`src/elt_pkg.sv`:
```
// Shared types and constants for the escaped line tokenizer.
// No dependencies; imported by elt_parser, escaped_line_tokenizer_core, elt_checker and the testbench top.
package elt_pkg;

  // Width and ceiling of the argument index field
  localparam int unsigned ARG_IDX_W   = 6;
  localparam int unsigned ARG_IDX_MAX = (1 << ARG_IDX_W) - 1;

  // Line parser modes
  typedef enum logic [1:0] {
    MODE_START,
    MODE_TOKEN,
    MODE_POST,
    MODE_SKIP
  } mode_e;

  // Message type codes
  localparam logic [1:0] MSG_REQUEST = 2'd0;
  localparam logic [1:0] MSG_REPLY   = 2'd1;
  localparam logic [1:0] MSG_INFORM  = 2'd2;

  // Character codes
  localparam logic [7:0] CH_NUL    = 8'h00;
  localparam logic [7:0] CH_TAB    = 8'h09;
  localparam logic [7:0] CH_LF     = 8'h0A;
  localparam logic [7:0] CH_CR     = 8'h0D;
  localparam logic [7:0] CH_ESC    = 8'h1B;
  localparam logic [7:0] CH_SPACE  = 8'h20;
  localparam logic [7:0] CH_BANG   = 8'h21;
  localparam logic [7:0] CH_HASH   = 8'h23;
  localparam logic [7:0] CH_ZERO   = 8'h30;
  localparam logic [7:0] CH_QMARK  = 8'h3F;
  localparam logic [7:0] CH_AT     = 8'h40;
  localparam logic [7:0] CH_BSLASH = 8'h5C;
  localparam logic [7:0] CH_UNDER  = 8'h5F;
  localparam logic [7:0] CH_LOW_E  = 8'h65;
  localparam logic [7:0] CH_LOW_N  = 8'h6E;
  localparam logic [7:0] CH_LOW_R  = 8'h72;
  localparam logic [7:0] CH_LOW_T  = 8'h74;

  // One result beat
  typedef struct packed {
    logic [7:0]           out_byte;
    logic                 has_byte;
    logic                 arg_end;
    logic                 line_end;
    logic [ARG_IDX_W-1:0] arg_index;
    logic [1:0]           msg_type;
    logic                 bad_line;
    logic                 arg_overflow;
  } result_t;

  // Byte that follows a backslash; the empty-argument mark is handled by the caller
  function automatic logic [7:0] decode_escape(input logic [7:0] c);
    logic [7:0] v;
    case (c)
      CH_LOW_E: v = CH_ESC;
      CH_LOW_N: v = CH_LF;
      CH_LOW_R: v = CH_CR;
      CH_LOW_T: v = CH_TAB;
      CH_ZERO:  v = CH_NUL;
      CH_UNDER: v = CH_SPACE;
      default:  v = c;
    endcase
    return v;
  endfunction

endpackage

```
`src/elt_parser.sv`:
```
// Per-byte line parser: holds the line state and forms at most one result per byte.
// Depends on elt_pkg.
module elt_parser #(
  parameter int unsigned MAX_ARGS = 64
) (
  input  logic             clk_i,
  input  logic             rst_ni,
  input  logic             step_i,
  input  logic [7:0]       byte_i,
  output logic             res_valid_o,
  output elt_pkg::result_t res_o
);
  import elt_pkg::*;

  localparam int unsigned ArgCapInt = (MAX_ARGS - 1 > ARG_IDX_MAX) ? ARG_IDX_MAX : MAX_ARGS - 1;
  localparam logic [ARG_IDX_W-1:0] ArgCap = ARG_IDX_W'(ArgCapInt);

  mode_e                mode_q, mode_d;
  logic                 esc_q, esc_d;
  logic [ARG_IDX_W-1:0] arg_q, arg_d;
  logic [1:0]           type_q, type_d;
  logic                 ovf_q, ovf_d;

  logic       eol, blank, marker;
  logic       emit, has, aend, lend, bad;
  logic [7:0] val;

  assign eol    = (byte_i == CH_LF) || (byte_i == CH_CR);
  assign blank  = (byte_i == CH_SPACE) || (byte_i == CH_TAB);
  assign marker = (byte_i == CH_QMARK) || (byte_i == CH_BANG) || (byte_i == CH_HASH);

  // Next line state and result for the byte in hand
  always_comb begin
    mode_d = mode_q;
    esc_d  = esc_q;
    arg_d  = arg_q;
    type_d = type_q;
    ovf_d  = ovf_q;
    emit   = 1'b0;
    has    = 1'b0;
    aend   = 1'b0;
    lend   = 1'b0;
    bad    = 1'b0;
    val    = byte_i;
    case (mode_q)
      MODE_TOKEN: begin
        if (eol) begin
          // escaped or not, CR/LF closes argument and line
          esc_d  = 1'b0;
          mode_d = MODE_START;
          emit   = 1'b1;
          aend   = 1'b1;
          lend   = 1'b1;
        end else if (esc_q) begin
          esc_d = 1'b0;
          if (byte_i != CH_AT) begin
            emit = 1'b1;
            has  = 1'b1;
            val  = decode_escape(byte_i);
          end
        end else if (blank) begin
          mode_d = MODE_POST;
          emit   = 1'b1;
          aend   = 1'b1;
        end else if (byte_i == CH_BSLASH) begin
          esc_d = 1'b1;
        end else begin
          emit = 1'b1;
          has  = 1'b1;
        end
      end
      MODE_POST: begin
        if (eol) begin
          mode_d = MODE_START;
          emit   = 1'b1;
          lend   = 1'b1;
        end else if (!blank) begin
          // new argument: index saturates at the cap
          if (arg_q < ArgCap) begin
            arg_d = arg_q + 1'b1;
          end else begin
            ovf_d = 1'b1;
          end
          mode_d = MODE_TOKEN;
          if (byte_i == CH_BSLASH) begin
            esc_d = 1'b1;
          end else begin
            emit = 1'b1;
            has  = 1'b1;
          end
        end
      end
      MODE_SKIP: begin
        if (eol) begin
          mode_d = MODE_START;
        end
      end
      MODE_START: begin
        esc_d = 1'b0;
        if (!(blank || eol)) begin
          if (marker) begin
            type_d = (byte_i == CH_QMARK) ? MSG_REQUEST :
                     (byte_i == CH_BANG)  ? MSG_REPLY : MSG_INFORM;
            arg_d  = '0;
            ovf_d  = 1'b0;
            mode_d = MODE_TOKEN;
            emit   = 1'b1;
            has    = 1'b1;
          end else begin
            mode_d = MODE_SKIP;
            emit   = 1'b1;
            bad    = 1'b1;
          end
        end
      end
      default: begin
        mode_d = MODE_START;
      end
    endcase
  end

  // Result fields reflect the updated line state; a bad-line beat is all zero but the flag
  always_comb begin
    res_o = '0;
    if (bad) begin
      res_o.bad_line = 1'b1;
    end else begin
      res_o.out_byte     = has ? val : 8'h00;
      res_o.has_byte     = has;
      res_o.arg_end      = aend;
      res_o.line_end     = lend;
      res_o.arg_index    = arg_d;
      res_o.msg_type     = type_d;
      res_o.arg_overflow = ovf_d;
    end
  end

  assign res_valid_o = emit;

  // Line state registers
  always_ff @(posedge clk_i or negedge rst_ni) begin
    if (!rst_ni) begin
      mode_q <= MODE_START;
      esc_q  <= 1'b0;
      arg_q  <= '0;
      type_q <= MSG_REQUEST;
      ovf_q  <= 1'b0;
    end else if (step_i) begin
      mode_q <= mode_d;
      esc_q  <= esc_d;
      arg_q  <= arg_d;
      type_q <= type_d;
      ovf_q  <= ovf_d;
    end
  end

endmodule

```
`src/escaped_line_tokenizer_core.sv`:
```
// Escaped line tokenizer top level: input byte register, parser, result register.
// An accepted input beat passes through the input byte register and the parser to the result register.
// Throughput: one byte per cycle; the input register drains whenever the result
// register is empty or being taken, so in_ready_o drops only while a result stalls.
// Reset (rst_ni, async, active low) empties both registers and returns to line start.
// Depends on elt_pkg and elt_parser.
module escaped_line_tokenizer_core #(
  parameter int unsigned MAX_ARGS = 64
) (
  input  logic                          clk_i,
  input  logic                          rst_ni,
  input  logic                          in_valid_i,
  output logic                          in_ready_o,
  input  logic [7:0]                    in_byte_i,
  output logic                          out_valid_o,
  input  logic                          out_ready_i,
  output logic [7:0]                    out_byte_o,
  output logic                          has_byte_o,
  output logic                          arg_end_o,
  output logic                          line_end_o,
  output logic [elt_pkg::ARG_IDX_W-1:0] arg_index_o,
  output logic [1:0]                    msg_type_o,
  output logic                          bad_line_o,
  output logic                          arg_overflow_o
);
  import elt_pkg::*;

  localparam int unsigned ArgCapInt = (MAX_ARGS - 1 > ARG_IDX_MAX) ? ARG_IDX_MAX : MAX_ARGS - 1;
  localparam logic [ARG_IDX_W-1:0] ArgCap = ARG_IDX_W'(ArgCapInt);

  logic       in_valid_q;
  logic [7:0] in_byte_q;
  logic       step;
  logic       res_valid;
  result_t    res;
  logic       out_valid_q;
  result_t    out_q;

  // Parse the held byte when the result register can take its result
  assign step       = in_valid_q && (!out_valid_q || out_ready_i);
  assign in_ready_o = !in_valid_q || step;

  // Input beat register
  always_ff @(posedge clk_i or negedge rst_ni) begin
    if (!rst_ni) begin
      in_valid_q <= 1'b0;
    end else if (in_ready_o) begin
      in_valid_q <= in_valid_i;
    end
  end

  always_ff @(posedge clk_i) begin
    if (in_valid_i && in_ready_o) begin
      in_byte_q <= in_byte_i;
    end
  end

  elt_parser #(
    .MAX_ARGS(MAX_ARGS)
  ) u_parser (
    .clk_i      (clk_i),
    .rst_ni     (rst_ni),
    .step_i     (step),
    .byte_i     (in_byte_q),
    .res_valid_o(res_valid),
    .res_o      (res)
  );

  // Result beat register
  always_ff @(posedge clk_i or negedge rst_ni) begin
    if (!rst_ni) begin
      out_valid_q <= 1'b0;
    end else if (step) begin
      out_valid_q <= res_valid;
    end else if (out_ready_i) begin
      out_valid_q <= 1'b0;
    end
  end

  always_ff @(posedge clk_i) begin
    if (step && res_valid) begin
      out_q <= res;
    end
  end

  assign out_valid_o    = out_valid_q;
  assign out_byte_o     = out_q.out_byte;
  assign has_byte_o     = out_q.has_byte;
  assign arg_end_o      = out_q.arg_end;
  assign line_end_o     = out_q.line_end;
  assign arg_index_o    = out_q.arg_index;
  assign msg_type_o     = out_q.msg_type;
  assign bad_line_o     = out_q.bad_line;
  assign arg_overflow_o = out_q.arg_overflow;

  // A bad-line beat carries nothing else
  assert property (@(posedge clk_i) disable iff (!rst_ni)
    out_valid_o && bad_line_o |-> !has_byte_o && !arg_end_o && !line_end_o &&
      (arg_index_o == '0) && (msg_type_o == MSG_REQUEST) && !arg_overflow_o)
    else $error("bad-line beat carries other fields");

  // Argument index never passes its cap
  assert property (@(posedge clk_i) disable iff (!rst_ni)
    out_valid_o |-> (arg_index_o <= ArgCap))
    else $error("argument index above cap");

  // Input stalls only behind a stalled result
  assert property (@(posedge clk_i) disable iff (!rst_ni)
    !in_ready_o |-> out_valid_o && !out_ready_i)
    else $error("input stalled without output backpressure");

  // Message type is never the unused code
  assert property (@(posedge clk_i) disable iff (!rst_ni)
    out_valid_o |-> (msg_type_o <= MSG_INFORM))
    else $error("unused message type code");

endmodule

```
`config.mk`:
```
export PLATFORM = sky130hd
export DESIGN_NAME = escaped_line_tokenizer_core
export DESIGN_NICKNAME = d
export VERILOG_FILES = /design/src/elt_pkg.sv /design/src/elt_parser.sv /design/src/escaped_line_tokenizer_core.sv
export SDC_FILE = /design/constraint.sdc
export NUM_CORES = 1
export LEC_CHECK = 0
export BUFFER_PORTS_ARGS = -buffer_cell sky130_fd_sc_hd__buf_2
export CORE_ASPECT_RATIO = 0.6
export CORE_MARGIN = 1
export CORE_UTILIZATION = 45
export CTS_CLUSTER_SIZE = 30
export DETAILED_ROUTE_END_ITERATION = 16
export GPL_TIMING_DRIVEN = 0
export PLACE_DENSITY_LB_ADDON = 0.12
export SLEW_MARGIN = 5
export SYNTH_ARGS = -nofsm -noshare
export SYNTH_HDL_FRONTEND = slang
export SYNTH_SLANG_ARGS = --single-unit
export TNS_END_PERCENT = 100
```
`constraint.sdc`:
```
create_clock -name clk_i -period 3.04 [get_ports clk_i]
set_input_delay 0 -clock clk_i [delete_from_list [all_inputs] [get_ports clk_i]]
set_output_delay 0 -clock clk_i [all_outputs]
set_load 0.02 [all_outputs]
```
---- Word level (Yosys, flattened, before mapping) ----
Cells that the tools add are included.
storage, ports and cells
  flip-flop bits (word level) ............. 43
  input bits .............................. 12
  output and inout port bits .............. 23
  logic and storage cells ................. 132
operators by class
  add/subtract/negate cells ............... 1
  $lt $le $gt $ge ......................... 1
  eq/ne operators ......................... 26
  multiplexer cells ....................... 64
  bitwise logic cells ..................... 3
  reductions and logical operators ........ 21
operators by type and width
  cell                                           number
  == test 8 x 7 -> 1 bit, second input constant  6
  one-hot mux 8 bit (6 select lines)             1
  == test 8 x 6 -> 1 bit, second input constant  5
  two-way mux 1 bit                              35
  two-way mux 8 bit                              4
  two-way mux 6 bit                              5
  two-way mux 2 bit                              13
  == test 8 x 4 -> 1 bit, second input constant  3
  one-hot mux 6 bit (2 select lines)             1
  one-hot mux 1 bit (3 select lines)             3
  != test 8 x 7 -> 1 bit, second input constant  1
  one-hot mux 2 bit (4 select lines)             1
  OR reduction 2 bit                             4
  logical OR 1 bit                               7
  adder 6 x 1 -> 6 bit, second input constant    1
  < comparator 6 bit, second input constant      1
  != test 2 bit, second input constant           3
  AND reduction 6 bit                            1
  AND reduction 5 bit                            1
  == test 2 bit, second input constant           2
  != test 2 x 1 -> 1 bit, second input constant  2
  logical AND 1 bit                              3
  != test 3 x 1 -> 1 bit, second input constant  1
  != test 3 x 2 -> 1 bit, second input constant  1
  other kinds (8)                                11

---- Longest topological paths before layout ----
Gate-level depths: netlist (run 1).
  depth in word-level cells ............... 8
  depth in mapped cells ................... 8
  mapped depth without buffers ............ 7

---- Cells and area by module ----
From an unflattened synthesis (run 1), not the netlist that was laid out.
unflattened totals
  cells, all modules ...................... 256
  area, all modules ....................... 2686.3 um2
by module, submodules not included
  module                       times used  cells an instance  area each (um2)  seq. area each (um2)
  elt_parser                   1           217                1706.6           300.3
  escaped_line_tokenizer_core  1           39                 979.7            920.9

---- Least setup slack after synthesis (run 1) ----
Ideal clock, no wire load.
  path kind ............................... register -> register
  start ................................... reg in_byte_q[6]
  end ..................................... reg u_parser.mode_q[1]
  setup time .............................. 128 ps
  arrival ................................. 2064 ps
  data required time ...................... 2912 ps
  path slack .............................. 849 ps
  stages on the path, launching flop included .. 7
  buffers on the path ..................... 1
  period minus slack after synthesis ...... 2191 ps
  cell sequence ........................... edfxtp_1 -> buf_6 -> or4_4 -> a211oi_4 -> nor2_2 -> a221oi_2 -> mux2_1
between the ends
  word-level cells in the longest chain between the ends .. 6
  elaborated cells between the ends (all ways) .. 23
  those cells by class .................... 12 x eq/ne; 5 x mux; 6 x reduce/logical
ends and longest elaborated chain
  element                             RTL line                           RTL
  from (decl)                         escaped_line_tokenizer_core.sv:32  logic [7:0] in_byte_q;
  from (signal assigned)              escaped_line_tokenizer_core.sv:54  in_byte_q <= in_byte_i;
  == test 8 x 6 -> 1 bit              elt_parser.sv:30                   assign marker = (byte_i == CH_QMARK) || (byte_i == CH_BANG) || (byte_i == CH_HASH);
  logical OR 1 bit (2 in series)      elt_parser.sv:30
  two-way mux 2 bit                   elt_parser.sv:101                  if (marker) begin
  two-way mux 2 bit                   elt_parser.sv:100                  if (!(blank || eol)) begin
  one-hot mux 2 bit (4 select lines)  elt_parser.sv:45                   case (mode_q)
  to (signal assigned)                elt_parser.sv:149                  mode_q <= mode_d;
  to (decl)                           elt_parser.sv:18                   mode_e mode_q, mode_d;
Parallel ways exist; a longest one is shown, timed or not. The select of a mux whose other input is x is not followed.
A chain may end at the register's enable or synchronous reset.

---- Worst setup path in the final report (run 1) ----
  start ................................... reg u_parser.mode_q[1]
  end ..................................... reg out_q (netlist bit msg_type_o[1]), enable pin
between the ends
  word-level cells in the longest chain between the ends .. 3
  elaborated cells between the ends (all ways) .. 5
  those cells by class .................... 2 x eq/ne; 1 x mux; 2 x reduce/logical
ends and longest elaborated chain
  element                                      RTL line                           RTL
  == test 2 bit, or another cell as far along  elt_parser.sv:45
  one-hot mux 1 bit (3 select lines) *         elt_parser.sv:45
  logical AND 1 bit *                          escaped_line_tokenizer_core.sv:81  if (step && res_valid) begin
  to (signal assigned)                         escaped_line_tokenizer_core.sv:82  out_q <= res;
  to (decl)                                    escaped_line_tokenizer_core.sv:37  result_t out_q;
Every way passes the cells marked *; elsewhere a longest branch is shown, timed or not.

==> impl_metrics.env, run 1 <==
export IMPL_async_flop_share_pct=32.6
export IMPL_crit_arrival_ns=2.68
export IMPL_fin_cells=395
export IMPL_worstMarginPinSlew_ns=0.750
export IMPL_antenna_left=0
export IMPL_num_vias=2326
export IMPL_maxCapViolCount=0
export IMPL_crit_start="u_parser.mode_q[1]"
export IMPL_grt_max_degree=22
export IMPL_overflow=0
export IMPL_ys_types=61
export IMPL_clk_insertion_delay_late_ns=0.29
export IMPL_fmax_ghz=0.365
export IMPL_final_setup_viol_count=0
export IMPL_viasPerCell=5.89
export IMPL_dp_cells=377
export IMPL_pin_count=35
export IMPL_ys_flop_type="edfxtp_1"
export IMPL_tns_ns=0
export IMPL_grt_first_pass_wirelength_um=10400
export IMPL_syn_area_mm2=0.00263
export IMPL_crit_path_max_fanout=21
export IMPL_gp_congestion=0.894
export IMPL_diodes=0
export IMPL_finalMaxSlewViolations=0
export IMPL_use_met3_pct=5.11
export IMPL_top_usage_layer="met1"
export IMPL_synth_avg_cell_area_um2=9.99
export IMPL_path_cells="ha_1, nor3b_1, nand2_1, a211oi_1, a31o_2"
export IMPL_seq_area_frac_synth_pct=46.5
export IMPL_worstHoldPathType="in -> reg"
export IMPL_grt_usage_pct=22.7
export IMPL_netlist_instances=263
export IMPL_rsz0062_at_grt="no"
export IMPL_ys_seq_elements=43
export IMPL_wl_per_cell_um=16.8
export IMPL_io_buffers=34
export IMPL_power_density_mw_per_mm2=876
export IMPL_cts_buffer_depth=2
export IMPL_critPathCaptureType="flip-flop"
export IMPL_min_delay_start="out_ready_i"
export IMPL_fill_cells=502
export IMPL_critPathKind="reg -> reg"
export IMPL_die_x_um=101
export IMPL_fin_crit_sh_pct=90.1
export IMPL_hpwl_um=4880
export IMPL_cts_root_buf="clkbuf_8"
export IMPL_status="complete, no violations"
export IMPL_path_clk_slew_ns=0.08
export IMPL_critPathRequiredTime_ns=2.98
export IMPL_routed_wl_um=6640
export IMPL_tritoncts="built"
export IMPL_syn_to_final_growth_pct=19.1
export IMPL_cts_buffers=5
export IMPL_relSlewSlack_pct=49.9
export IMPL_synth_edf_count=29
export IMPL_multi_input_area_mm2=0.00131
export IMPL_r2r_start="u_parser.mode_q[1]"
export IMPL_htree_levels=2
export IMPL_grt_pass1_vias=1909
export IMPL_dieArea_mm2=0.00616
export IMPL_regArea_mm2=0.00122
export IMPL_met2_usage_pct=29.6
export IMPL_drt_first_pass_iters=5
export IMPL_cts_sinks=43
export IMPL_start_kind="flip-flop"
export IMPL_start_util_pct=46.9
export IMPL_critPathSlowestCell="nor3b_1"
export IMPL_leakagePower_nw=1.17
export IMPL_placementRows=21
export IMPL_max_stage_delay_ns=0.64
export IMPL_ys_warn_count=0
export IMPL_use_met1_pct=37.5
export IMPL_nNetsFinal=331
export IMPL_skew_ns=0.00951
export IMPL_synthesis_nets=280
export IMPL_final_layout_size_suffix_gt1_share_pct=16.5
export IMPL_hold_violations=0
export IMPL_first_iter_violations=296
export IMPL_die_h_um=61.2
export IMPL_vdd_drop_max_uv=452
export IMPL_hold_worst_slack_ns=0.0679
export IMPL_antenna_found_initial=0
export IMPL_design_core_area_mm2=0.00560
export IMPL_post_route_min_period_ns=2.74
export IMPL_drc=0
worst paths after layout:
kind                       slack, ns            endpoint  cells after the start
max                             0.30       msg_type_o[1]                      5
min                             0.07          in_valid_q                      4
max reg2reg                     0.30       msg_type_o[1]                      5
min reg2reg                     0.49  u_parser.type_q[1]                      2
max in group asynchronous       2.62      u_parser.esc_q                      2
min in group asynchronous       0.15   u_parser.arg_q[1]                      2
final cells by class:
type,count,share of cell area (%)
Clock inverter,2,1.92
Inverter,7,0.839
Clock buffer,6,2.32
Timing Repair Buffer,44,8.63
Multi-Input combinational cell,196,41.7
Tap cell,80,3.20
Sequential cell,43,39.0
Buffer,17,2.36
registers in the layout (all words and copies together), names as in the netlist, 2 cells and up:
name and flops:
out_byte_o 8, msg_type_o 2, arg_index_o 6, u_parser.arg_q 6, u_parser.mode_q 2, in_byte_q 8
u_parser.type_q 2
stage by stage:
stage	cell area (µm²)	util (%)	setup slack, ns	power [mW]
3_5_place_dp	2900	51.8	0.308	2.21
5_1_grt	3130	55.9	0.0744	2.93
6_report	3130	55.9	0.300	2.74
2_1_floorplan	2630	-	0.849	1.85
4_1_cts	3130	55.9	0.306	2.75
3_3_place_gp	2900	51.8	0.414	2.20
where the power goes:
| group | internal, mW | leakage, nW | switching (mW) | total, mW |
|---|---|---|---|---|
| Combinational | 0.384 | 0.645 | 0.821 | 1.20 |
| Sequential | 0.909 | 0.464 | 0.103 | 1.01 |
| Clock | 0.329 | 0.0654 | 0.198 | 0.526 |
| Total | 1.62 | 1.17 | 1.12 | 2.74 |
placed cells by master, fill, tap and decap left out, types with 4 or more instances in the layout:
cell           count
ha_1               5
mux2i_1            4
edfxtp_1          29
nand2b_1           6
nor3_1             9
dlygate4sd3_1     10
nor2b_1            6
nor4b_1            4
nand2_1           20
nor3b_1            6
and2_1             8
and3_1             5
buf_2             36
nor2_1            12
dfrtp_1           14
clkbuf_8           5
inv_1              7
clkbuf_1          15
nand3_1           12
a211oi_1           6
o31ai_1            4
a31oi_1            7
o21ai_0           11
a21oi_1           17
cell usage after synthesis, types with 4 or more instances:
cell type	instances	area share, %
nor4b_1	4	1.3
a31oi_1	7	1.7
nand3_1	12	2.3
nand2_1	20	2.9
and3_1	5	1.2
o21ai_0	11	2.1
and2_1	8	1.9
nor3b_1	6	1.7
o31ai_1	4	1.1
ha_1	5	2.4
mux2i_1	4	1.5
nor2_1	12	1.7
nor3_1	9	1.7
edfxtp_1	29	33
nor2b_1	6	1.4
clkbuf_1	14	2.0
a211oi_1	6	1.7
nand2b_1	6	1.4
a21oi_1	17	3.2
dfrtp_1	14	13
inv_1	7	1.0
critical path: cells and delay by family (launching register included):
| kind | cells | cell delay [ns] |
|---|---|---|
| flops | 1 | 0.47 |
| compound gates | 2 | 0.92 |
| simple gates | 2 | 0.75 |
| fa+ha+maj | 1 | 0.24 |
cell families after synthesis:
family,count (synthesis),synth area share (%)
xor gates and xnor gates,1,0.333
muxes,6,2.38
buffers and inverters,24,3.81
and+or+nand+nor,112,25.4
AOI/OAI and AO/OA,72,19.2
DFF,43,46.5
adders and majority gates,5,2.38
metal layers:
layer | wire length (µm) | share of wire, % | up-vias
li1 | - | - | 1121
met1 | 3530 | 53 | 1076
met2 | 2500 | 38 | 127
met3 | 591 | 8.9 | 2
met4 | 19 | 0.29 | 0
met5 | 0 | 0 | -
repair_timing:
item                                    in CTS  in global routing
hold buffers                                10                  0
endpoints found under the hold margin       23                  0
resized for setup                            0                  0
buffers inserted                             0                  0
endpoints found under the setup margin       0                  0
Power figures use the tool's default switching activity.
==> inputs of run 2 (changes only) <==
- CORE_ASPECT_RATIO: 0.6 -> not set
- SYNTH_HIERARCHICAL: not set -> 1
- TNS_END_PERCENT: 100 -> 10
==> run 2 against run 1 <==
Against the previous run: flip-flop and latch count did not move; synthesized cell count decreased by 2.7%; maximum frequency is 1.4% higher; sequential power hardly changed; clock skew down 0.0012 ns; worst setup slack better by 0.038 ns; wire length decreased by 15%; critical path type unchanged.
==> impl_metrics.env, run 2 <==
export IMPL_path_clk_slew_ns=0.09
export IMPL_critPathRequiredTime_ns=3.05
export IMPL_grt_usage_pct=19.0
export IMPL_critPathSlowestCell="dfrtp_1"
export IMPL_htree_levels=2
export IMPL_pre_cts_ws_ns=0.371
export IMPL_hold_violations=0
export IMPL_skew_ns=0.00827
export IMPL_synth_common_cells="29 x edfxtp_1, 27 x nand2_1, 24 x nor2_1"
export IMPL_grt_first_pass_wirelength_um=9080
export IMPL_layout_commonest_cell="buf_2"
export IMPL_overflow=0
export IMPL_synth_top_cell_area_share_pct=32.4
export IMPL_fin_cells=383
export IMPL_ys_seq_elements=43
export IMPL_io_buffers=34
export IMPL_fill_cells=508
export IMPL_ys_flop_type="edfxtp_1"
export IMPL_dieArea_mm2=0.00628
export IMPL_synth_avg_cell_area_um2=10.5
export IMPL_final_layout_size_suffix_gt1_share_pct=22.5
export IMPL_r2r_slack_ns=0.34
export IMPL_ys_warn_count=6
export IMPL_hold_worst_slack_ns=0.121
export IMPL_wl_per_cell_um=14.8
export IMPL_antenna_left=0
export IMPL_synthesis_nets=273
export IMPL_regArea_mm2=0.00122
export IMPL_worstMarginPinSlew_ns=0.586
export IMPL_path_cells="inv_1, ha_1, clkbuf_1, clkbuf_1, nand3_1, o21ai_0, a21oi_1, nor2_1, nand2_1, nor2b_2, buf_8"
export IMPL_drt_first_pass_iters=4
export IMPL_post_route_min_period_ns=2.70
export IMPL_critPathCaptureType="flip-flop"
export IMPL_design_core_area_mm2=0.00564
export IMPL_dp_cells=363
export IMPL_synth_largest_area_cell="edfxtp_1"
export IMPL_clk_insertion_delay_late_ns=0.30
export IMPL_relSlewSlack_pct=60.6
export IMPL_tritoncts="built"
export IMPL_first_iter_violations=153
export IMPL_rsz0062_at_grt="no"
export IMPL_cts_buffer_depth=2
export IMPL_setup_ws_ns=0.338
export IMPL_pin_count=35
export IMPL_ys_types=68
export IMPL_fin_crit_sh_pct=88.9
export IMPL_finalPower_mw=2.94
export IMPL_diodes=0
export IMPL_status="complete, no violations"
export IMPL_multi_input_area_mm2=0.00136
export IMPL_routed_wl_um=5660
export IMPL_netlist_instances=256
export IMPL_die_h_um=79.3
export IMPL_critPathKind="reg -> reg"
export IMPL_worstHoldPathType="in -> async"
export IMPL_fmax_ghz=0.370
export IMPL_antenna_found_initial=0
export IMPL_cts_buffers=5
export IMPL_viasPerCell=5.48
export IMPL_crit_path_max_fanout=19
export IMPL_grt_max_degree=20
export IMPL_cts_root_buf="clkbuf_8"
export IMPL_start_util_pct=47.6
export IMPL_critical_path_buf_inv_count=4
export IMPL_seq_area_frac_synth_pct=45.5
export IMPL_synth_most_common_cell="edfxtp_1"
export IMPL_nNetsFinal=327
export IMPL_async_flop_share_pct=32.6
export IMPL_cts_setup_buffers=0
export IMPL_cts_sinks=43
export IMPL_syn_to_final_growth_pct=19.9
export IMPL_grt_pass1_vias=1857
export IMPL_drc=0
export IMPL_gp_congestion=0.844
export IMPL_vdd_drop_max_uv=454
export IMPL_most_common_layout_cells="38 x buf_2, 29 x edfxtp_1, 27 x nand2_1"
export IMPL_maxCapViolCount=0
export IMPL_max_stage_delay_ns=0.44
export IMPL_final_setup_viol_count=0
export IMPL_ctsResizeCount=0
export IMPL_die_x_um=79.3
export IMPL_reg2reg_depth=11
export IMPL_reg2reg_to="out_byte_o[7]"
export IMPL_path_common_cell="clkbuf_1"
export IMPL_synthTopCellsByArea="edfxtp_1 32%, dfrtp_1 13%, nand2_1 3.8%"
export IMPL_r2r_start="u_parser/mode_q[0]"
export IMPL_power_density_mw_per_mm2=914
export IMPL_leakagePower_nw=1.29
export IMPL_num_vias=2098
export IMPL_placementRows=27
export IMPL_finalMaxSlewViolations=0
export IMPL_synth_edf_count=29
export IMPL_cp_top_family="buffers and inverters"
export IMPL_start_kind="flip-flop"
export IMPL_crit_arrival_ns=2.71
export IMPL_hpwl_um=3940
export IMPL_syn_area_mm2=0.00269
==> run 2: cell types whose count changed after synthesis, moves of 6 or more <==
| cell | before | now |
|---|---|---|
| clkbuf_1 | 14 | 6 |
| nor2_1 | 12 | 24 |
| a211oi_1 | 6 | 0 |
| a21oi_1 | 17 | 10 |
| nand2_1 | 20 | 27 |
| nor3_1 | 9 | 3 |
==> run 2: layer usage <==
metal,GRT usage (%),vias up,share of wire [%]
met5,0,-,0
met1,27.1,959,51
met2,28.0,64,43
li1,-,1068,-
met4,7.27,0,1.5
met3,4.02,7,4.6
==> run 2: layout make-up <==
type / count / area share, %
repair buffers: 47 / 9.48
well taps: 72 / 2.80
clock buffers: 5 / 2.14
clock inverters: 3 / 2.10
flip-flops and latches: 43 / 37.9
inverters: 7 / 0.816
multi-input cells: 191 / 42.2
plain buffers: 15 / 2.60
==> run 2: how the worst max path moves through the flow <==
stage	from	end	slack, ns	cells past startpoint
4_1_cts	u_parser/mode_q[0]	out_byte_o[7]	0.33	11
2_1_floorplan	u_parser/mode_q[0]	arg_end_o	0.15	10
3_3_place_gp	u_parser/mode_q[0]	out_byte_o[7]	-0.65	10
3_5_place_dp	u_parser/mode_q[0]	out_byte_o[7]	0.37	11
6_report	u_parser/mode_q[0]	out_byte_o[7]	0.34	11
5_1_grt	u_parser/mode_q[0]	out_byte_o[7]	0.12	11
==> run 2: per-stage QoR <==
stage	setup TNS [ns]	util, %	area (µm²)
after floorplan	0	-	2690
after global placement	-13.59	52.2	2950
after detailed placement	0	52.5	2960
after CTS	0	57.1	3220
after global routing	0	57.1	3220
final	0	57.1	3220
==> run 2: what timing repair did <==
action	CTS	global route
endpoints found under the setup margin	0	0
hold buffers	12	0
endpoints found under the hold margin	24	0
==> run 2: kinds of logic after synthesis <==
group | after synthesis | share of synthesized area, %
XOR/XNOR | 5 | 1.63
AO/OA/AOI/OAI | 56 | 17.5
adder cells (fa/ha/maj) | 5 | 2.33
buffers and inverters | 22 | 4.10
AND/OR/NAND/NOR | 116 | 25.4
multiplexers | 9 | 3.59
flip-flops | 43 | 45.5
==> run 2: report_power, final <==
group | switching (mW) | total, mW | internal, mW
registers | 0.118 | 1.02 | 0.904
logic | 0.854 | 1.38 | 0.531
clock network | 0.208 | 0.535 | 0.328
total | 1.18 | 2.94 | 1.76
